### src/srlm_pkg.sv
// Shared types and codes for the regex line matcher.
// Used by srlm_cell and simple_regex_line_matcher; no dependencies.

package srlm_pkg;

    typedef enum logic [1:0] {
        MODE_CLEAR  = 2'd0,
        MODE_APPEND = 2'd1,
        MODE_MEMBER = 2'd2,
        MODE_TEXT   = 2'd3
    } mode_t;

    typedef enum logic [2:0] {
        KIND_LIT    = 3'd0,
        KIND_ANY    = 3'd1,
        KIND_CLASS  = 3'd2,
        KIND_NCLASS = 3'd3,
        KIND_END    = 3'd4
    } kind_t;

    // Per-beat control broadcast to every cell of the chain
    typedef struct packed {
        logic       restart;   // end of line or pattern clear
        logic       step;      // nonzero text byte
        logic       at_end;    // text byte is zero
        logic       load;      // token append within capacity
        logic       member;    // class member add
        logic       clear;     // pattern clear
        logic [2:0] kind;
        logic       star;
        logic [7:0] data;
    } cell_ctrl_t;

endpackage

### src/srlm_cell.sv
// One pattern position of the matcher chain: token storage, class bitmap
// and the active bit of this position. Depends on srlm_pkg.

module srlm_cell #(
    parameter int INDEX = 0,
    parameter int CW    = 6
) (
    input  logic                clk,
    input  logic                rst_n,
    input  srlm_pkg::cell_ctrl_t ctrl,
    input  logic [CW-1:0]       count,
    input  logic                cin,
    output logic                cout,
    input  logic                adv_in,
    output logic                adv_out,
    output logic                cur
);

    localparam logic [CW-1:0] IDX       = CW'(INDEX);
    localparam logic [CW-1:0] IDX_NEXT  = CW'(INDEX + 1);
    localparam logic [7:0]    UPPER_A   = 8'h41;
    localparam logic [7:0]    UPPER_Z   = 8'h5A;
    localparam logic [7:0]    CASE_STEP = 8'h20;

    logic [2:0]   kind_reg;
    logic         star_reg;
    logic [7:0]   char_reg;
    logic [255:0] class_reg;
    logic         active_reg;
    logic         active_next;

    logic         used;
    logic         pass;
    logic         take;
    logic [7:0]   folded;

    assign used   = (IDX < count);
    assign folded = (ctrl.data >= UPPER_A && ctrl.data <= UPPER_Z) ?
                    ctrl.data + CASE_STEP : ctrl.data;

    always_comb
    begin
        take = 1'b0;
        unique case (kind_reg)
            srlm_pkg::KIND_LIT:    take = (char_reg == ctrl.data) || (char_reg == folded);
            srlm_pkg::KIND_ANY:    take = 1'b1;
            srlm_pkg::KIND_CLASS:  take = class_reg[ctrl.data];
            srlm_pkg::KIND_NCLASS: take = !class_reg[ctrl.data];
            default:               take = 1'b0;
        endcase
    end

    // Positions passed without consuming a byte
    assign pass = (kind_reg == srlm_pkg::KIND_END) ? ctrl.at_end :
                  ((kind_reg <= srlm_pkg::KIND_NCLASS) && star_reg);

    assign cur     = active_reg | cin;
    assign cout    = cur & pass & used;
    assign adv_out = cur & take & used & !star_reg;

    always_comb
    begin
        active_next = active_reg;
        priority if (ctrl.restart)
            active_next = (INDEX == 0);
        else if (ctrl.step)
            active_next = (cur & take & used & star_reg) | adv_in;
        else
            active_next = active_reg;
    end

    always_ff @(posedge clk or negedge rst_n)
    begin
        if (!rst_n)
        begin
            active_reg <= (INDEX == 0);
            class_reg  <= '0;
        end
        else
        begin
            active_reg <= active_next;
            if (ctrl.clear)
                class_reg <= '0;
            else if (ctrl.member && count == IDX_NEXT)
                class_reg[ctrl.data] <= 1'b1;
        end
    end

    // Token fields are only read once written
    always_ff @(posedge clk)
    begin
        if (ctrl.load && count == IDX)
        begin
            kind_reg <= ctrl.kind;
            star_reg <= ctrl.star;
            char_reg <= ctrl.data;
        end
    end

endmodule
### config.mk
export PLATFORM = sky130hd
export DESIGN_NAME = srlm_cell
export DESIGN_NICKNAME = d
export VERILOG_FILES = /design/src/srlm_pkg.sv /design/src/srlm_cell.sv
export SDC_FILE = /design/constraint.sdc
export NUM_CORES = 1
export LEC_CHECK = 0
export BUFFER_PORTS_ARGS = -buffer_cell sky130_fd_sc_hd__buf_2
export CAP_MARGIN = 20
export CORE_MARGIN = 2
export CORE_UTILIZATION = 60
export CTS_BUF_LIST = sky130_fd_sc_hd__clkbuf_8 sky130_fd_sc_hd__clkbuf_16
export DETAILED_ROUTE_END_ITERATION = 6
export GPL_TIMING_DRIVEN = 0
export PLACE_DENSITY = 0.77
export SLEW_MARGIN = 20
export SYNTH_ARGS = -nofsm -noshare
export SYNTH_HDL_FRONTEND = slang
export SYNTH_SLANG_ARGS = --single-unit
export TNS_END_PERCENT = 20
### constraint.sdc
create_clock -name clk -period 5.4 [get_ports clk]
set_input_delay 0.27 -clock clk [delete_from_list [all_inputs] [get_ports clk]]
set_output_delay 0.27 -clock clk [all_outputs]
set_load 0.1 [all_outputs]
==> results of run 1 <==
==> where the power goes <==
part	switching (mW)	total (mW)	internal (mW)
Combinational	0.197	0.270	0.0722
Clock	0.824	2.03	1.21
Sequential	0.000631	2.03	2.03
Total	1.02	4.33	3.31
==> area by class of cell <==
cell class | count | area (µm²) | area share [%]
inverter | 3 | 11.3 | 0.0818
multi-input combinational | 751 | 4890 | 35.5
tap | 265 | 332 | 2.41
sequential | 269 | 6790 | 49.3
buffer | 95 | 424 | 3.08
clock buffer | 39 | 863 | 6.27
timing repair buffer | 44 | 338 | 2.45
clock inverter | 15 | 126 | 0.917
==> metal layers <==
layer	global-route usage, %	vias up	part of all wire (%)	wire length [µm]
met1	48.4	4914	36	13800
met4	19.4	0	6.5	2460
li1	-	4100	-	-
met3	12.1	190	12	4730
met2	55.2	706	45	17200
met5	0	-	0	0
==> cell families after synthesis <==
family | after synthesis | share of synthesized area (%)
xor gates and xnor gates | 9 | 0.651
AOI/OAI and AO/OA | 287 | 12.6
muxes | 87 | 14.3
buffers and inverters | 98 | 3.60
DFF | 269 | 56.1
and+or+nand+nor | 367 | 12.7
adders and majority gates | 1 | 0.103
==> path summary, 6_finish.rpt <==
kind / from / end / slack [ns] / depth (start not counted)
worst max-delay path: ctrl[1] / adv_out / 0.42 / 15
worst min-delay path: ctrl[6] / char_reg[6] / 0.02 / 1
worst max register to register: class_reg[128] / active_reg / 2.00 / 10
worst min register to register: class_reg[204] / class_reg[204] / 0.49 / 2
max in group asynchronous: rst_n / class_reg[79] / 3.81 / 4
min in group asynchronous: rst_n / class_reg[120] / 0.30 / 2
==> synth_stat cells (4+ instances only) <==
| master | n | area share [%] |
|---|---|---|
| nand2b_1 | 9 | 0.47 |
| mux2i_1 | 15 | 1.2 |
| edfxtp_1 | 12 | 3.0 |
| xnor2_1 | 5 | 0.36 |
| buf_6 | 5 | 0.47 |
| a21oi_1 | 256 | 11 |
| and2_1 | 8 | 0.41 |
| clkbuf_1 | 70 | 2.2 |
| xor2_1 | 4 | 0.29 |
| mux4_2 | 68 | 13 |
| nor3_1 | 31 | 1.3 |
| dfrtp_1 | 256 | 53 |
| mux2_2 | 4 | 0.37 |
| nand2_1 | 10 | 0.31 |
| buf_2 | 15 | 0.62 |
| nor2_1 | 281 | 8.7 |
| nor2b_1 | 7 | 0.36 |
| nand3_1 | 6 | 0.25 |
==> per-stage QoR <==
step	util [%]	total power [mW]	hold slack [ns]	setup WS (ns)
after global placement	64.0	2.32	0.447	-0.470
after global routing	70.1	4.42	0.0346	0.285
final	70.1	4.33	0.0214	0.423
after CTS	70.1	4.32	0.0197	0.457
after floorplan	-	2.20	-0.0256	0.474
after detailed placement	64.4	2.32	0.306	1.03
==> worst max-delay path: stages <==
cell and delay, ns:
dlygate4sd3_1 0.53, buf_2 0.12, buf_6 0.15, buf_2 0.45
buf_2 0.48, mux4_2 0.38, mux2i_1 0.14, mux2i_1 0.13
a2111oi_0 0.57, nor3_1 0.14, o32a_1 0.25, xnor2_1 0.14
a211oi_1 0.29, nor3b_1 0.21, buf_2 0.45
==> impl_metrics.py, run 1 <==
metrics = {
    "synth": {
        "ys.flop_type": "dfrtp_1",
        "ys_seq_elements": 269,
        "syn-num-nets": 1147,
        "yosysSeqAreaShare_pct": 56.1,
        "synthArstFlopShare_pct": 95.5,
        "synth_area_um2": 12100,
        "synth_edf_count": 12,
        "ys_warn_count": 0,
        "ys_types": 49,
        "synthCells": 1118,
        "syn-mean-instance-area_um2": 10.8,
    },
    "sta": {
        "hold_viol": 0,
        "max_freq_mhz": 201,
        "timing.final.crit_share_pct": 92.2,
        "fin_setup_tns_ns": 0,
        "period_minus_slack_ns": 4.98,
        "fin_skew_ns": 0.00852,
        "slew_headroom_pct": 22.1,
        "rsz0062_at_grt": "no",
        "tightest_slew_ns": 1.16,
        "final_max_slew_viol_count": 0,
        "setup_viol": 0,
    },
    "place": {
        "dp_cells": 1415,
        "globalplace.congestion": 0.982,
        "portBuffers": 29,
        "dpl.hpwl_um": 24400,
        "dpl_cell_area_um2": 12700,
    },
    "worst_setup_path": {
        "critPathMaxFanout": 10,
        "crit_path_end_kind": "output port",
        "required_ns": 5.13,
        "worstSetupStartpointType": "primary input",
        "worstSetupPathType": "in -> out",
        "critical_path_arrival_ns": 4.71,
    },
    "global_routing": {
        "grt-ovfl-total": 0,
        "grt_pass1_wl_um": 59300,
        "grt_max_degree": 91,
        "antenna_found_initial": 0,
        "track_usage_pct": 36.8,
        "first_global_vias": 10100,
    },
    "cts": {
        "cts_root_buf": "clkbuf_16",
        "cts_hold_buf": 12,
        "cts_tree": "built",
        "clock_latency_ns": 0.56,
        "post_cts_buffers": 0,
        "path_clk_slew_ns": 0.06,
        "clock-sinks": 269,
        "clockBufferDepth": 3,
        "h-tree-depth": 1,
        "cts.repair.resized": 0,
        "numCtsBuffers": 29,
    },
    "min_path": {
        "hp-class": "in -> reg",
    },
    "finish": {
        "fin_cells": 1481,
        "syn_to_final_growth_pct": 13.8,
        "largest_reg_flops": 256,
        "final_area_um2": 13800,
        "layout_commonest_cell": "nor2_1",
        "drive_above_1_share_pct": 14.8,
        "final_net_count": 1222,
        "antennaDiodeCount": 0,
        "final_cell_mix": "281 x nor2_1, 256 x a21oi_1, 256 x dfrtp_1",
        "fillCellCount": 1395,
    },
    "route": {
        "wl_um": 38200,
        "final_antenna_net_count": 0,
        "viasPerCell": 6.69,
        "num_vias": 9910,
        "drc": 0,
        "routedWlPerCell_um": 25.8,
        "drt-pass1-iter-count": 6,
        "drt_iter0_drc": 1373,
    },
    "floorplan": {
        "start_util_pct": 61.6,
        "die_h_um": 146,
        "fp.dieW_um": 146,
        "rows": 51,
        "dieArea_um2": 21300,
        "ios": 31,
        "core-area_um2": 19700,
    },
    "pwr": {
        "power_density_nw_per_um2": 315,
        "power.leakage_nw": 6.08,
        "ir_drop_v": 0.000236,
    },
    "flow_run": {
        "maxCapViolations": 0,
    },
    "run_status": {
        "status": "finished, final reports clean",
    },
}
Note: power is estimated with default switching activity, not from simulation.
==> inputs of run 2 (changes only) <==
--- a/config.mk
+++ b/config.mk
@@ -5,6 +5,8 @@
 export SDC_FILE = /design/constraint.sdc
 export NUM_CORES = 1
 export LEC_CHECK = 0
+export ABC_AREA = 1
+export ABC_CLOCK_PERIOD_IN_PS = 5400
 export BUFFER_PORTS_ARGS = -buffer_cell sky130_fd_sc_hd__buf_2
 export CAP_MARGIN = 20
 export CORE_MARGIN = 2
==> constraint.sdc (replaced) <==
create_clock -name clk -period 5.4 [get_ports clk]
set_input_delay 0.81 -clock clk [delete_from_list [all_inputs] [get_ports clk]]
set_output_delay 0.81 -clock clk [all_outputs]
set_load 0.1 [all_outputs]
==> run 2 against run 1 <==
Critical path depth up 2. Utilization down 2.8 points. Global-route usage up 2.4 points. Area after synthesis up 12%. Critical path type unchanged. Critical endpoint unchanged.
==> impl_metrics.py, run 2 <==
metrics = {
    "floorplan": {
        "fp.dieW_um": 155,
        "start_util_pct": 60.6,
        "ios": 31,
        "dieArea_um2": 23900,
        "core-area_um2": 22400,
        "die_h_um": 155,
        "rows": 55,
    },
    "cts": {
        "clock_latency_ns": 0.57,
        "path_clk_slew_ns": 0.06,
        "clock-sinks": 269,
        "cts_tree": "built",
        "numCtsBuffers": 29,
        "cts_hold_buf": 0,
        "cts_root_buf": "clkbuf_16",
        "h-tree-depth": 1,
        "clockBufferDepth": 3,
        "cts.repair.resized": 0,
        "post_cts_buffers": 0,
    },
    "global_routing": {
        "grt-ovfl-total": 0,
        "track_usage_pct": 39.2,
        "antenna_found_initial": 0,
        "grt_pass1_wl_um": 70400,
        "grt_max_degree": 75,
        "first_global_vias": 12200,
    },
    "sta": {
        "max_freq_mhz": 209,
        "hold_viol": 0,
        "rsz0062_at_grt": "no",
        "timing.final.crit_share_pct": 88.7,
        "setup_viol": 0,
        "period_minus_slack_ns": 4.79,
        "fin_skew_ns": 0.0209,
        "slew_headroom_pct": 15.7,
        "final_max_slew_viol_count": 0,
        "fin_setup_tns_ns": 0,
        "tightest_slew_ns": 1.26,
    },
    "flow_run": {
        "maxCapViolations": 0,
    },
    "place": {
        "dpl.hpwl_um": 30500,
        "globalplace.congestion": 0.981,
        "dp_cells": 2163,
        "portBuffers": 29,
    },
    "route": {
        "final_antenna_net_count": 0,
        "wl_um": 46400,
        "drt_iter0_drc": 1517,
        "num_vias": 13000,
        "routedWlPerCell_um": 20.9,
        "drc": 0,
        "viasPerCell": 5.88,
        "drt-pass1-iter-count": 5,
    },
    "synth": {
        "synth_edf_count": 12,
        "synthArstFlopShare_pct": 95.5,
        "syn-num-nets": 1875,
        "yosysTopAreaCell": "dfrtp_1",
        "synth_top_cells_by_count": "698 x nand2_1, 259 x a21oi_1, 256 x dfrtp_1",
        "synthCells": 1846,
        "ys_seq_elements": 269,
        "ys_warn_count": 0,
        "ys_types": 37,
        "syn-mean-instance-area_um2": 7.37,
        "yosysSeqAreaShare_pct": 49.9,
        "synth_area_um2": 13600,
        "synth_top_cells_by_area": "dfrtp_1 47%, nand2_1 19%, a21oi_1 9.5%",
        "synth_top_area_share_pct": 47.1,
        "ys.flop_type": "dfrtp_1",
        "synth_most_common_cell": "nand2_1",
    },
    "finish": {
        "fillCellCount": 1950,
        "layout_commonest_cell": "nand2_1",
        "largest_reg_flops": 256,
        "final_cell_mix": "698 x nand2_1, 259 x a21oi_1, 256 x dfrtp_1",
        "syn_to_final_growth_pct": 10.9,
        "fin_cells": 2215,
        "drive_above_1_share_pct": 7.46,
        "final_net_count": 1938,
        "antennaDiodeCount": 0,
    },
    "worst_setup_path": {
        "reg2reg_from": "class_reg[235]",
        "worstSetupStartpointType": "primary input",
        "cp_common_cell": "nand2_1",
        "cpPeakStageDelay_ns": 0.94,
        "r2r_slack_ns": 3.27,
        "crit_path_end_kind": "output port",
        "worstSetupPathType": "in -> out",
        "r2r_cells": 18,
        "startpoint": "ctrl[3]",
        "critical_path_arrival_ns": 3.98,
        "required_ns": 4.59,
        "worstReg2RegEnd": "active_reg",
        "critPathMaxFanout": 10,
        "slowest_stage": "nor2_1",
        "path_cells": "buf_2 -> buf_2 -> nor2_1 -> buf_2 -> nand2_1 -> nand2_1 -> nor2_1 -> nor2_1 -> nor2_1 -> nand2_1 -> nand2_1 -> nand2_1 -> o21bai_1 -> nand3_1 -> nand2_1 -> nor2_1 -> buf_2",
    },
    "pwr": {
        "power.leakage_nw": 6.95,
        "ir_drop_v": 0.000242,
        "power_density_nw_per_um2": 279,
    },
    "run_status": {
        "status": "finished, final reports clean",
    },
    "min_path": {
        "hp-class": "in -> async",
    },
}
==> run 2: changes by cell type after synthesis, moves of 8 or more <==
cell and change:
and2_1 -8, buf_2 +9, clkbuf_1 -13, inv_1 +210
mux2i_1 -15, mux4_2 -68, nand2_1 +688, nand2b_1 -9
nand3_1 +10, nor2_1 -138, nor3_1 -29, nor3_4 +15
o21ai_0 +81
==> run 2: cells by family after synthesis <==
kind of cell / share of synthesized area, %
AND/OR/NAND/NOR: 26.7
buffers and inverters: 9.38
adder cells (fa/ha/maj): 0.0920
AO/OA/AOI/OAI: 13.5
XOR/XNOR: 0.386
flip-flops: 49.9
==> run 2: area by class of cell <==
type / instances / area (µm²) / area share (%)
plain buffers: 99 / 443 / 2.94
clock buffers: 35 / 808 / 5.36
clock inverters: 17 / 77.6 / 0.514
inverters: 222 / 833 / 5.52
multi-input cells: 1256 / 5540 / 36.7
flip-flops and latches: 269 / 6790 / 45.0
well taps: 285 / 357 / 2.36
repair buffers: 32 / 238 / 1.58
==> run 2: critical path: cells and delay by family <==
family	cells	cell delay [ns]
and+or+nand+nor	12	1.85
AOI/OAI and AO/OA	1	0.10
buffers and inverters	4	1.21
==> run 2: per-layer routing <==
layer	vias up	share of wire, %	GRT usage [%]
met3	203	14	11.4
met1	6092	37	51.3
met5	-	0	0
li1	5853	-	-
met2	886	43	59.4
met4	0	6.3	21.2
==> run 2: stage by stage <==
step	area (µm²)	utilization, %	worst slack, ns	total power, mW	hold slack (ns)
2_1_floorplan	13600	-	1.05	2.19	0.463
3_3_place_gp	14100	62.9	-1.18	2.34	0.474
3_5_place_dp	14200	63.3	0.777	2.35	0.483
4_1_cts	15100	67.2	0.759	4.18	0.164
5_1_grt	15100	67.3	0.548	4.28	0.175
6_report	15100	67.3	0.610	4.21	0.149
==> run 2: worst max path at each step <==
| stage | end | slack, ns |
|---|---|---|
| after global placement | class_reg[181] | -1.18 |
| after CTS | adv_out | 0.76 |
| after global routing | adv_out | 0.55 |
| after floorplan | adv_out | 1.05 |
| after detailed placement | adv_out | 0.78 |
| final | adv_out | 0.61 |
==> run 2: power breakdown <==
part           internal, mW  leakage (nW)  total [mW]  switching [mW]
Sequential             2.03          3.70        2.03        0.000665
Clock                  1.05         0.480        1.88           0.834
Combinational        0.0406          2.77       0.291           0.250
